### src/sv/spi_master_fifo_controller_defines.svh
// ----------------------------------------------------------------------------
// SPI master FIFO controller assertion macros
// Clocked assertion helpers shared by the controller and its FIFOs.
// ----------------------------------------------------------------------------
`ifndef SPI_MASTER_FIFO_CONTROLLER_DEFINES_SVH
`define SPI_MASTER_FIFO_CONTROLLER_DEFINES_SVH

`ifndef SYNTHESIS

// Same-cycle implication, disabled during reset.
`define SMFC_ASSERT_IMP(label, clk, rst_n, ante, cons) \
    label: assert property (@(posedge clk) disable iff (!rst_n) (ante) |-> (cons)) \
        else $error("same-cycle check failed");

// Next-cycle implication, disabled during reset.
`define SMFC_ASSERT_NEXT(label, clk, rst_n, ante, cons) \
    label: assert property (@(posedge clk) disable iff (!rst_n) (ante) |=> (cons)) \
        else $error("next-cycle check failed");

// Condition that must hold on every edge outside reset.
`define SMFC_ASSERT_ALWAYS(label, clk, rst_n, cond) \
    label: assert property (@(posedge clk) disable iff (!rst_n) (cond)) \
        else $error("invariant check failed");

`else

`define SMFC_ASSERT_IMP(label, clk, rst_n, ante, cons)
`define SMFC_ASSERT_NEXT(label, clk, rst_n, ante, cons)
`define SMFC_ASSERT_ALWAYS(label, clk, rst_n, cond)

`endif

`endif

### src/sv/smfc_pkg.sv
// ----------------------------------------------------------------------------
// smfc_pkg
// Shared types, register offsets and constants of the SPI master controller.
// ----------------------------------------------------------------------------
package smfc_pkg;

    localparam int FIFO_DEPTH_DEF = 64;
    localparam int DATA_W         = 16;
    localparam int OFFSET_W       = 12;
    localparam int CFG_INDEX_W    = 3;
    localparam int BIT_CNT_W      = 5;

    localparam logic [DATA_W-1:0] BAUD_RESET = 16'd24;

    // Register byte offsets
    localparam logic [OFFSET_W-1:0] OFF_ENABLE = 12'h008;
    localparam logic [OFFSET_W-1:0] OFF_SELECT = 12'h00C;
    localparam logic [OFFSET_W-1:0] OFF_TXLVL  = 12'h01C;
    localparam logic [OFFSET_W-1:0] OFF_RXLVL  = 12'h020;
    localparam logic [OFFSET_W-1:0] OFF_STATUS = 12'h024;
    localparam logic [OFFSET_W-1:0] OFF_TXDATA = 12'h400;
    localparam logic [OFFSET_W-1:0] OFF_RXDATA = 12'h800;

    // Configuration register indexes
    localparam logic [CFG_INDEX_W-1:0] CFG_CPOL     = 3'd0;
    localparam logic [CFG_INDEX_W-1:0] CFG_CPHA     = 3'd1;
    localparam logic [CFG_INDEX_W-1:0] CFG_FRAME16  = 3'd2;
    localparam logic [CFG_INDEX_W-1:0] CFG_LOOPBACK = 3'd3;
    localparam logic [CFG_INDEX_W-1:0] CFG_BAUD     = 3'd4;

    localparam logic [BIT_CNT_W-1:0] FRAME_BITS_8  = 5'd8;
    localparam logic [BIT_CNT_W-1:0] FRAME_BITS_16 = 5'd16;

    typedef enum logic [1:0] {
        MODE_TICK  = 2'd0,
        MODE_WRITE = 2'd1,
        MODE_READ  = 2'd2,
        MODE_NOP   = 2'd3
    } t_mode;

    typedef struct packed {
        logic push;
        logic pop;
        logic clear;
    } t_fifo_ctrl;

    typedef struct packed {
        logic full;
        logic empty;
    } t_fifo_flags;

endpackage

### src/sv/spi_master_fifo_controller.sv
// ----------------------------------------------------------------------------
// spi_master_fifo_controller
// SPI master behind a register map, with TX and RX FIFOs and a frame engine.
// ----------------------------------------------------------------------------
//  Channel   Direction  Handshake                  Payload
//  in        slave      i_in_valid / o_in_ready    mode, reg_offset, write_value, miso_in
//  out       master     o_out_valid / i_out_ready  read_value, sclk_out, mosi_out, select_n_out
//  cfg       slave      i_cfg_we (no wait)         i_cfg_index, i_cfg_data
//
//  One transaction per clock sustained while the result side is not stalled.
//  Each item passes an input register, one pass of logic, then a result register.
//  FIFO front words are prefetched from the storage arrays into a registered head word.
//  Reset is synchronous; it clears control, pointers and the frame engine.
//  A stalled result holds the processing stage; the input register still
//  takes one transaction while the result waits.
// ----------------------------------------------------------------------------
`include "spi_master_fifo_controller_defines.svh"

module spi_master_fifo_controller
    import smfc_pkg::*;
#(
    parameter int FIFO_DEPTH = FIFO_DEPTH_DEF,
    localparam int CW = $clog2(FIFO_DEPTH + 1)
) (
    input  logic                   i_clk,
    input  logic                   i_rst_n,
    // configuration
    input  logic                   i_cfg_we,
    input  logic [CFG_INDEX_W-1:0] i_cfg_index,
    input  logic [DATA_W-1:0]      i_cfg_data,
    // input items
    input  logic                   i_in_valid,
    output logic                   o_in_ready,
    input  logic [1:0]             i_mode,
    input  logic [OFFSET_W-1:0]    i_reg_offset,
    input  logic [DATA_W-1:0]      i_write_value,
    input  logic                   i_miso_in,
    // results
    output logic                   o_out_valid,
    input  logic                   i_out_ready,
    output logic [DATA_W-1:0]      o_read_value,
    output logic                   o_sclk_out,
    output logic                   o_mosi_out,
    output logic                   o_select_n_out
);

    // configuration
    logic              r_cpol;
    logic              r_cpha;
    logic              r_frame16;
    logic              r_loop;
    logic [DATA_W-1:0] r_baud;

    // input register
    logic                r_in_valid;
    logic [1:0]          r_mode;
    logic [OFFSET_W-1:0] r_offset;
    logic [DATA_W-1:0]   r_wval;
    logic                r_miso;

    // engine state
    logic [DATA_W-1:0]    r_shift_out, n_shift_out;
    logic [DATA_W-1:0]    r_shift_in, n_shift_in;
    logic [BIT_CNT_W-1:0] r_bit_left, n_bit_left;
    logic [DATA_W-1:0]    r_tick, n_tick;
    logic                 r_clock_half, n_clock_half;
    logic                 r_enabled, n_enabled;
    logic                 r_selected, n_selected;

    // result register
    logic              r_out_valid;
    logic [DATA_W-1:0] r_read_value, n_read_value;
    logic              r_sclk, n_sclk;
    logic              r_mosi, n_mosi;
    logic              r_select_n, n_select_n;

    // FIFO links
    t_fifo_ctrl        w_tx_ctrl;
    t_fifo_ctrl        w_rx_ctrl;
    t_fifo_flags       w_tx_flags;
    t_fifo_flags       w_rx_flags;
    logic [DATA_W-1:0] w_tx_head;
    logic [DATA_W-1:0] w_rx_head;
    logic [CW-1:0]     w_tx_count;
    logic [CW-1:0]     w_rx_count;

    logic          w_fire;
    logic [14:0]   w_half;
    logic          w_sample;
    logic          w_busy;

    assign w_fire     = r_in_valid && (!r_out_valid || i_out_ready);
    assign o_in_ready = !r_in_valid || w_fire;

    assign w_half   = (r_baud[15:1] == '0) ? 15'd1 : r_baud[15:1];
    assign w_sample = r_loop ? r_shift_out[DATA_W-1] : r_miso;
    assign w_busy   = (r_bit_left != '0) || (r_enabled && !w_tx_flags.empty);

    always_ff @(posedge i_clk) begin
        if (!i_rst_n) begin
            r_cpol    <= 1'b0;
            r_cpha    <= 1'b0;
            r_frame16 <= 1'b0;
            r_loop    <= 1'b0;
            r_baud    <= BAUD_RESET;
        end else if (i_cfg_we) begin
            unique case (i_cfg_index)
                CFG_CPOL:     r_cpol    <= i_cfg_data[0];
                CFG_CPHA:     r_cpha    <= i_cfg_data[0];
                CFG_FRAME16:  r_frame16 <= i_cfg_data[0];
                CFG_LOOPBACK: r_loop    <= i_cfg_data[0];
                CFG_BAUD:     r_baud    <= i_cfg_data;
                default: ;
            endcase
        end
    end

    always_ff @(posedge i_clk) begin
        if (!i_rst_n) begin
            r_in_valid <= 1'b0;
        end else if (o_in_ready) begin
            r_in_valid <= i_in_valid;
        end
    end

    always_ff @(posedge i_clk) begin
        if (o_in_ready && i_in_valid) begin
            r_mode   <= i_mode;
            r_offset <= i_reg_offset;
            r_wval   <= i_write_value;
            r_miso   <= i_miso_in;
        end
    end

    always_comb begin
        n_shift_out  = r_shift_out;
        n_shift_in   = r_shift_in;
        n_bit_left   = r_bit_left;
        n_tick       = r_tick;
        n_clock_half = r_clock_half;
        n_enabled    = r_enabled;
        n_selected   = r_selected;
        n_read_value = '0;
        w_tx_ctrl    = '0;
        w_rx_ctrl    = '0;

        if (w_fire) begin
            unique case (t_mode'(r_mode))
                MODE_TICK: begin
                    if (r_enabled) begin
                        if (r_bit_left == '0) begin
                            // start a frame from the TX front word
                            if (!w_tx_flags.empty) begin
                                w_tx_ctrl.pop = 1'b1;
                                if (r_frame16) begin
                                    n_shift_out = w_tx_head;
                                    n_bit_left  = FRAME_BITS_16;
                                end else begin
                                    n_shift_out = {w_tx_head[7:0], 8'h00};
                                    n_bit_left  = FRAME_BITS_8;
                                end
                                n_shift_in   = '0;
                                n_tick       = '0;
                                n_clock_half = 1'b0;
                            end
                        end else begin
                            n_tick = r_tick + 1'b1;
                            if (n_tick >= {1'b0, w_half}) begin
                                n_tick = '0;
                                if (!r_clock_half) begin
                                    if (!r_cpha) begin
                                        n_shift_in = {r_shift_in[DATA_W-2:0], w_sample};
                                    end
                                    n_clock_half = 1'b1;
                                end else begin
                                    if (r_cpha) begin
                                        n_shift_in = {r_shift_in[DATA_W-2:0], w_sample};
                                    end
                                    n_clock_half = 1'b0;
                                    n_shift_out  = {r_shift_out[DATA_W-2:0], 1'b0};
                                    n_bit_left   = r_bit_left - 1'b1;
                                    // last bit: push the frame unless RX is full
                                    if (r_bit_left == 5'd1 && !w_rx_flags.full) begin
                                        w_rx_ctrl.push = 1'b1;
                                    end
                                end
                            end
                        end
                    end
                end
                MODE_WRITE: begin
                    unique case (r_offset)
                        OFF_ENABLE: begin
                            if (r_wval[0]) begin
                                n_enabled = 1'b1;
                            end else begin
                                // drop queued data and abort the frame
                                n_enabled       = 1'b0;
                                w_tx_ctrl.clear = 1'b1;
                                w_rx_ctrl.clear = 1'b1;
                                n_shift_out     = '0;
                                n_shift_in      = '0;
                                n_bit_left      = '0;
                                n_tick          = '0;
                                n_clock_half    = 1'b0;
                            end
                        end
                        OFF_SELECT: n_selected = r_wval[0];
                        OFF_TXDATA: w_tx_ctrl.push = !w_tx_flags.full;
                        default: ;
                    endcase
                end
                MODE_READ: begin
                    unique case (r_offset)
                        OFF_ENABLE: n_read_value = DATA_W'(r_enabled);
                        OFF_SELECT: n_read_value = DATA_W'(r_selected);
                        OFF_TXLVL:  n_read_value = DATA_W'(w_tx_count);
                        OFF_RXLVL:  n_read_value = DATA_W'(w_rx_count);
                        OFF_STATUS: n_read_value = DATA_W'(w_busy);
                        OFF_RXDATA: begin
                            if (!w_rx_flags.empty) begin
                                n_read_value   = w_rx_head;
                                w_rx_ctrl.pop  = 1'b1;
                            end
                        end
                        default: ;
                    endcase
                end
                MODE_NOP: ;
            endcase
        end

        n_sclk     = r_cpol ^ ((n_bit_left != '0) && n_clock_half);
        n_mosi     = (n_bit_left != '0) ? n_shift_out[DATA_W-1] : 1'b0;
        n_select_n = !n_selected;
    end

    always_ff @(posedge i_clk) begin
        if (!i_rst_n) begin
            r_shift_out  <= '0;
            r_shift_in   <= '0;
            r_bit_left   <= '0;
            r_tick       <= '0;
            r_clock_half <= 1'b0;
            r_enabled    <= 1'b0;
            r_selected   <= 1'b0;
            r_out_valid  <= 1'b0;
        end else begin
            r_shift_out  <= n_shift_out;
            r_shift_in   <= n_shift_in;
            r_bit_left   <= n_bit_left;
            r_tick       <= n_tick;
            r_clock_half <= n_clock_half;
            r_enabled    <= n_enabled;
            r_selected   <= n_selected;
            if (w_fire) begin
                r_out_valid <= 1'b1;
            end else if (i_out_ready) begin
                r_out_valid <= 1'b0;
            end
        end
    end

    always_ff @(posedge i_clk) begin
        if (w_fire) begin
            r_read_value <= n_read_value;
            r_sclk       <= n_sclk;
            r_mosi       <= n_mosi;
            r_select_n   <= n_select_n;
        end
    end

    smfc_fifo #(
        .DEPTH (FIFO_DEPTH)
    ) u_tx_fifo (
        .i_clk       (i_clk),
        .i_rst_n     (i_rst_n),
        .i_ctrl      (w_tx_ctrl),
        .i_push_data (r_wval),
        .o_head_data (w_tx_head),
        .o_count     (w_tx_count),
        .o_flags     (w_tx_flags)
    );

    smfc_fifo #(
        .DEPTH (FIFO_DEPTH)
    ) u_rx_fifo (
        .i_clk       (i_clk),
        .i_rst_n     (i_rst_n),
        .i_ctrl      (w_rx_ctrl),
        .i_push_data (n_shift_in),
        .o_head_data (w_rx_head),
        .o_count     (w_rx_count),
        .o_flags     (w_rx_flags)
    );

    assign o_out_valid    = r_out_valid;
    assign o_read_value   = r_read_value;
    assign o_sclk_out     = r_sclk;
    assign o_mosi_out     = r_mosi;
    assign o_select_n_out = r_select_n;

    `SMFC_ASSERT_IMP(a_half_in_frame, i_clk, i_rst_n, r_clock_half, r_bit_left != '0)
    `SMFC_ASSERT_IMP(a_frame_needs_en, i_clk, i_rst_n, r_bit_left != '0, r_enabled)
    `SMFC_ASSERT_NEXT(a_frame_start, i_clk, i_rst_n,
        w_fire && (r_mode == MODE_TICK) && r_enabled && (r_bit_left == '0)
            && !w_tx_flags.empty,
        (r_bit_left == FRAME_BITS_8) || (r_bit_left == FRAME_BITS_16))

endmodule

### src/sv/smfc_fifo.sv
// ----------------------------------------------------------------------------
// smfc_fifo
// Ring-buffer FIFO with a registered head word that always shows the front.
// ----------------------------------------------------------------------------
`include "spi_master_fifo_controller_defines.svh"

module smfc_fifo
    import smfc_pkg::*;
#(
    parameter int DEPTH = FIFO_DEPTH_DEF,
    localparam int AW = (DEPTH > 1) ? $clog2(DEPTH) : 1,
    localparam int CW = $clog2(DEPTH + 1)
) (
    input  logic              i_clk,
    input  logic              i_rst_n,
    input  t_fifo_ctrl        i_ctrl,
    input  logic [DATA_W-1:0] i_push_data,
    output logic [DATA_W-1:0] o_head_data,
    output logic [CW-1:0]     o_count,
    output t_fifo_flags       o_flags
);

    logic [DATA_W-1:0] r_mem [DEPTH];
    logic [DATA_W-1:0] r_head_data;
    logic [AW-1:0]     r_head;
    logic [AW-1:0]     r_tail;
    logic [CW-1:0]     r_count;
    logic [AW-1:0]     n_head;
    logic [AW-1:0]     n_tail;
    logic [CW-1:0]     n_count;
    logic              w_full;
    logic              w_empty;
    logic              w_wr;
    logic              w_rd;

    assign w_full  = (r_count == CW'(DEPTH));
    assign w_empty = (r_count == '0);
    assign w_wr    = i_ctrl.push && !w_full && !i_ctrl.clear;
    assign w_rd    = i_ctrl.pop && !w_empty && !i_ctrl.clear;

    always_comb begin
        n_head  = r_head;
        n_tail  = r_tail;
        n_count = r_count;
        if (!i_rst_n || i_ctrl.clear) begin
            n_head  = '0;
            n_tail  = '0;
            n_count = '0;
        end else begin
            if (w_rd) begin
                n_head = (r_head == AW'(DEPTH - 1)) ? '0 : r_head + 1'b1;
            end
            if (w_wr) begin
                n_tail = (r_tail == AW'(DEPTH - 1)) ? '0 : r_tail + 1'b1;
            end
            if (w_wr && !w_rd) begin
                n_count = r_count + 1'b1;
            end else if (w_rd && !w_wr) begin
                n_count = r_count - 1'b1;
            end
        end
    end

    always_ff @(posedge i_clk) begin
        r_head  <= n_head;
        r_tail  <= n_tail;
        r_count <= n_count;
    end

    // Prefetch the next front word; forward a write that lands on it.
    always_ff @(posedge i_clk) begin
        if (w_wr) begin
            r_mem[r_tail] <= i_push_data;
        end
        if (w_wr && (r_tail == n_head)) begin
            r_head_data <= i_push_data;
        end else begin
            r_head_data <= r_mem[n_head];
        end
    end

    assign o_head_data   = r_head_data;
    assign o_count       = r_count;
    assign o_flags.full  = w_full;
    assign o_flags.empty = w_empty;

    `SMFC_ASSERT_ALWAYS(a_count_bound, i_clk, i_rst_n, r_count <= CW'(DEPTH))
    `SMFC_ASSERT_IMP(a_no_push_full, i_clk, i_rst_n, i_ctrl.push, !w_full)
    `SMFC_ASSERT_IMP(a_no_pop_empty, i_clk, i_rst_n, i_ctrl.pop, !w_empty)

endmodule

### config.mk
export PLATFORM = sky130hd
export DESIGN_NAME = spi_master_fifo_controller
export DESIGN_NICKNAME = d
export VERILOG_FILES = /design/src/sv/smfc_pkg.sv /design/src/sv/spi_master_fifo_controller.sv /design/src/sv/smfc_fifo.sv
export VERILOG_INCLUDE_DIRS = /design/src /design/src/sv
export SDC_FILE = /design/constraint.sdc
export NUM_CORES = 2
export LEC_CHECK = 0
export ABC_AREA = 1
export BUFFER_PORTS_ARGS = -buffer_cell sky130_fd_sc_hd__buf_2
export CORE_UTILIZATION = 60
export CTS_BUF_LIST = sky130_fd_sc_hd__clkbuf_8
export DETAILED_ROUTE_END_ITERATION = 8
export PLACE_DENSITY = 0.8
export REMOVE_ABC_BUFFERS = 1
export SKIP_LAST_GASP = 1
export SLEW_MARGIN = 20
export SYNTH_ARGS = -nofsm -noshare
export SYNTH_HDL_FRONTEND = slang
export SYNTH_HIERARCHICAL = 1
export SYNTH_SLANG_ARGS = --single-unit
### constraint.sdc
create_clock -name i_clk -period 14.7 [get_ports i_clk]
set_input_delay 1.47 -clock i_clk [delete_from_list [all_inputs] [get_ports i_clk]]
set_output_delay 1.47 -clock i_clk [all_outputs]
set_load 0.05 [all_outputs]
==> results.yml <==
clock_tree:
  post_cts_buffers: 0
  clock_sinks: 2213
  hold_buffers: 0
  cts_tree: "built"
  cts_buffer_depth: 4
  cts_resized: 0
  clockRootBuffer: "clkbuf_8"
  clock_latency_ps: 1080
  cts.htree.levels: 5
  clkSlewWorstSetupHoldPaths_ps: 60
  numCtsBuffers: 357
global_routing:
  busiest_layer: "met2"
  gr-usage-met1: 0.399
  grt_pass1_vias: 65073
  grt.met3_usage: 0.0591
  antenna_found_initial: 8
  overflow: 0
  grt_pass1_wl_microns: 376000
  grt.total_usage: 0.308
  use_met2: 0.490
  grt_max_degree: 234
pwr:
  p_leak_nw: 41.7
  p_comb_frac: 0.011
  clockPowerShare: 0.404
  power_mw: 11.7
  power_density_mw_per_mm2: 112
  p_sw_frac: 0.210
  peakVddDrop_mv: 0.117
  p_seq_frac: 0.585
  power_switching_mw: 2.47
  internal-power_mw: 9.27
status:
  status: "complete, no violations"
worst_setup_path:
  rr_endpoint: "u_rx_fifo/r_mem[20][15]$_DFFE_PP_"
  r2r_cells: 21
  worstPathRequired_ps: 15360
  end_kind: "flip-flop"
  startpoint: "r_tick[0]$_SDFFE_PN0P_"
  cp_slowest_cell: "nor2_2"
  path_cells: "ha_1, nand2_1, nor2_1, nand3_1, nor3_1, nand3_1, nor2_1, nand3_1, xnor2_1, ha_1, nand3_1, nor3_1, nand4_2, nand3_4, nand3_1, nor4_1, nand2_1, nor2_1, buf_4, nand4_1, nor2_2"
  max_stage_delay_ps: 1090
  cp-start-kind: "flip-flop"
  r2r_setup_slack_ps: 7940
  worst_path_most_repeated_cell: "nand3_1"
  crit_fanout: 27
  crit_end: "u_rx_fifo/r_mem[20][15]$_DFFE_PP_"
  path_class: "flip-flop to flip-flop"
  cp_num_cells: 21
  arrival_ps: 7420
  crit-reg2reg-launch: "r_tick[0]$_SDFFE_PN0P_"
  critPathBufInv: 1
  path_delay_family: "simple AND/OR/NAND/NOR gates"
layout:
  final_cells: 11844
  nFillCells: 11631
  layout_common_cells: "nand2_1 (2844), edfxtp_1 (2098), inv_1 (1200), nand3_1 (1049), nor2_1 (815)"
  drive_gt1_frac: 0.0814
  mostFrequentLayoutCell: "nand2_1"
  multi_input_area_sq_mm: 0.0242
  syn2layout_area_growth_pct: 8.85
  layout.nets: 9615
  regArea_sq_mm: 0.0653
synth:
  seq_area_frac_synth: 0.681
  synth_top_area_frac: 0.657
  syn_area_sq_mm: 0.0958
  synth.ff_latch_count: 2213
  yosysTopAreaCell: "edfxtp_1"
  synth_edf_count: 2098
  syn_inst: 9373
  ys_types: 56
  ys_async_sr_fraction: 0
  synth_ff_type: "edfxtp_1"
  syn_avg_cell_area_sq_um: 10.2
  yosys-top-cells-area: "edfxtp_1 (66%), nand2_1 (11%), nand3_1 (5.5%)"
  yosysWarnings: 6
hold_path:
  hold_start: "r_shift_out[0]$_SDFFE_PN0P_"
  worst_hold_path_type: "flip-flop to flip-flop"
placement:
  dp_cells: 11233
  dp_hpwl_microns: 145000
  gp_congestion: 0.955
  numPortBuffers: 75
  dp_slack_ps: 7780
sta:
  hold_viol_final: 0
  slew_violations: 0
  tightest_slew_ps: 1170
  rsz0062_at_grt: "no"
  relSlewSlack: 0.221
  timing.final.ws_setup_ps: 7940
  whs_ps: 477
  min_period_ps: 6760
  skew_ps: 59.4
  setup_tns_ps: 0
  finalSetupViolCount: 0
  max_freq_mhz: 148
  finalCritPeriodShare: 0.460
die:
  rows: 146
  die-area_sq_mm: 0.161
  die-height_microns: 402
  initial_core_util: 0.605
  boundaryPins: 76
  fp.dieW_microns: 402
  design.core.area_sq_mm: 0.158
routing:
  drt_iter0_drc: 9438
  drtPass1Iterations: 9
  post_drt_wl_per_cell_microns: 21.3
  drc: 0
  antenna_left: 0
  via_count: 68216
  routed_wl_microns: 253000
  via_per_inst: 5.76
flow_run:
  drv_cap: 0
power by group through the flow:
stage | Sequential (mW) | Clock (mW) | Combinational (mW)
finish | 6.87 | 4.74 | 0.125
global route | 6.86 | 5.05 | 0.128
floorplan | 7.02 | 0 | 0.0255
global placement | 7.00 | 0 | 0.116
detailed placement | 7.00 | 0 | 0.119
CTS | 6.87 | 4.78 | 0.119
cells in the mapped netlist, types with 2 or more instances:
library cell,count
ha_1,36
nand3b_1,3
inv_2,10
nor2_1,855
a22oi_1,16
dfxtp_1,115
fa_1,2
xnor2_1,11
xor2_1,22
nand2_2,6
o21ai_1,29
a31oi_1,12
buf_2,168
clkbuf_1,175
nor3_1,15
clkinv_1,10
nor3_2,2
nand2_1,2860
nor2_4,4
inv_1,1104
a21boi_1,2
o21a_1,2
o211ai_1,12
nand3_1,1049
nor4_1,9
buf_6,22
nor2_2,5
buf_4,39
or2_2,20
a21oi_1,178
nand4_1,24
o21ai_0,375
buf_1,55
nand2_4,2
edfxtp_1,2098
o21bai_1,2
nand3_2,5
state kept, by name (all words and copies together) (netlist names), 2 cells and up:
name               cells
u_tx_fifo/r_tail       6
u_tx_fifo/o_count      7
u_rx_fifo/r_mem     1024
r_shift_in            16
r_tick                16
o_read_value          16
u_rx_fifo/r_tail       6
u_tx_fifo/r_head       6
u_rx_fifo/r_head       6
r_offset              12
r_baud                15
r_bit_left             5
u_rx_fifo/o_count      7
r_wval                16
u_tx_fifo/r_mem     1024
r_mode                 2
r_shift_out           16
kinds of logic (layout without fill, tap and decap cells):
logic type / Yosys count / after routing / synth area share
AOI/OAI and AO/OA: 641 / 641 / 0.0353
other: 0 / 5 / 0
buffers and inverters: 1584 / 1978 / 0.0675
muxes: 1 / 1 / 0.000104
and+or+nand+nor: 4863 / 4863 / 0.208
DFF: 2213 / 2213 / 0.681
xor gates and xnor gates: 33 / 33 / 0.00302
adders and majority gates: 38 / 38 / 0.00512
final cells by class:
| type | instances | area share |
|---|---|---|
| diodes | 5 | 0.000120 |
| clock buffers | 368 | 0.0486 |
| clock inverters | 236 | 0.0105 |
| inverters | 1125 | 0.0409 |
| multi-input cells | 5576 | 0.232 |
| flip-flops and latches | 2213 | 0.626 |
| well taps | 2072 | 0.0249 |
| repair buffers | 249 | 0.0167 |
worst min-delay path by stage:
| stage | end | slack [ps] | depth (start not counted) |
|---|---|---|---|
| after global placement | r_shift_out[0]$_SDFFE_PN0P_ | 460 | 2 |
| after floorplan | r_cpol$_SDFFE_PN0P_ | 440 | 2 |
| final | r_shift_out[0]$_SDFFE_PN0P_ | 480 | 2 |
| after CTS | r_shift_out[0]$_SDFFE_PN0P_ | 480 | 2 |
| after global routing | r_shift_out[0]$_SDFFE_PN0P_ | 510 | 2 |
| after detailed placement | r_shift_out[0]$_SDFFE_PN0P_ | 460 | 2 |
layer usage:
layer | routed length (microns) | vias to the layer above | share of wire
li1 | - | 31162 | -
met1 | 91000 | 31973 | 0.36
met2 | 119000 | 4286 | 0.47
met3 | 27600 | 791 | 0.11
met4 | 14600 | 4 | 0.058
met5 | 30 | - | 0.00012
metrics by stage:
step,utilization,cell area [sq um]
6_report,0.659,104000
5_1_grt,0.659,104000
4_1_cts,0.658,104000
3_5_place_dp,0.619,98000
3_3_place_gp,0.619,98000
2_1_floorplan,-,93600
worst reg2reg max path: cells and delay by family, from the launching register on:
kind / cells / cell delay (ps)
XOR/XNOR: 1 / 160
adder cells (fa/ha/maj): 2 / 510
buffers and inverters: 1 / 210
flip-flops: 1 / 420
AND/OR/NAND/NOR: 17 / 5080
Note: power is estimated with default switching activity, not from simulation.
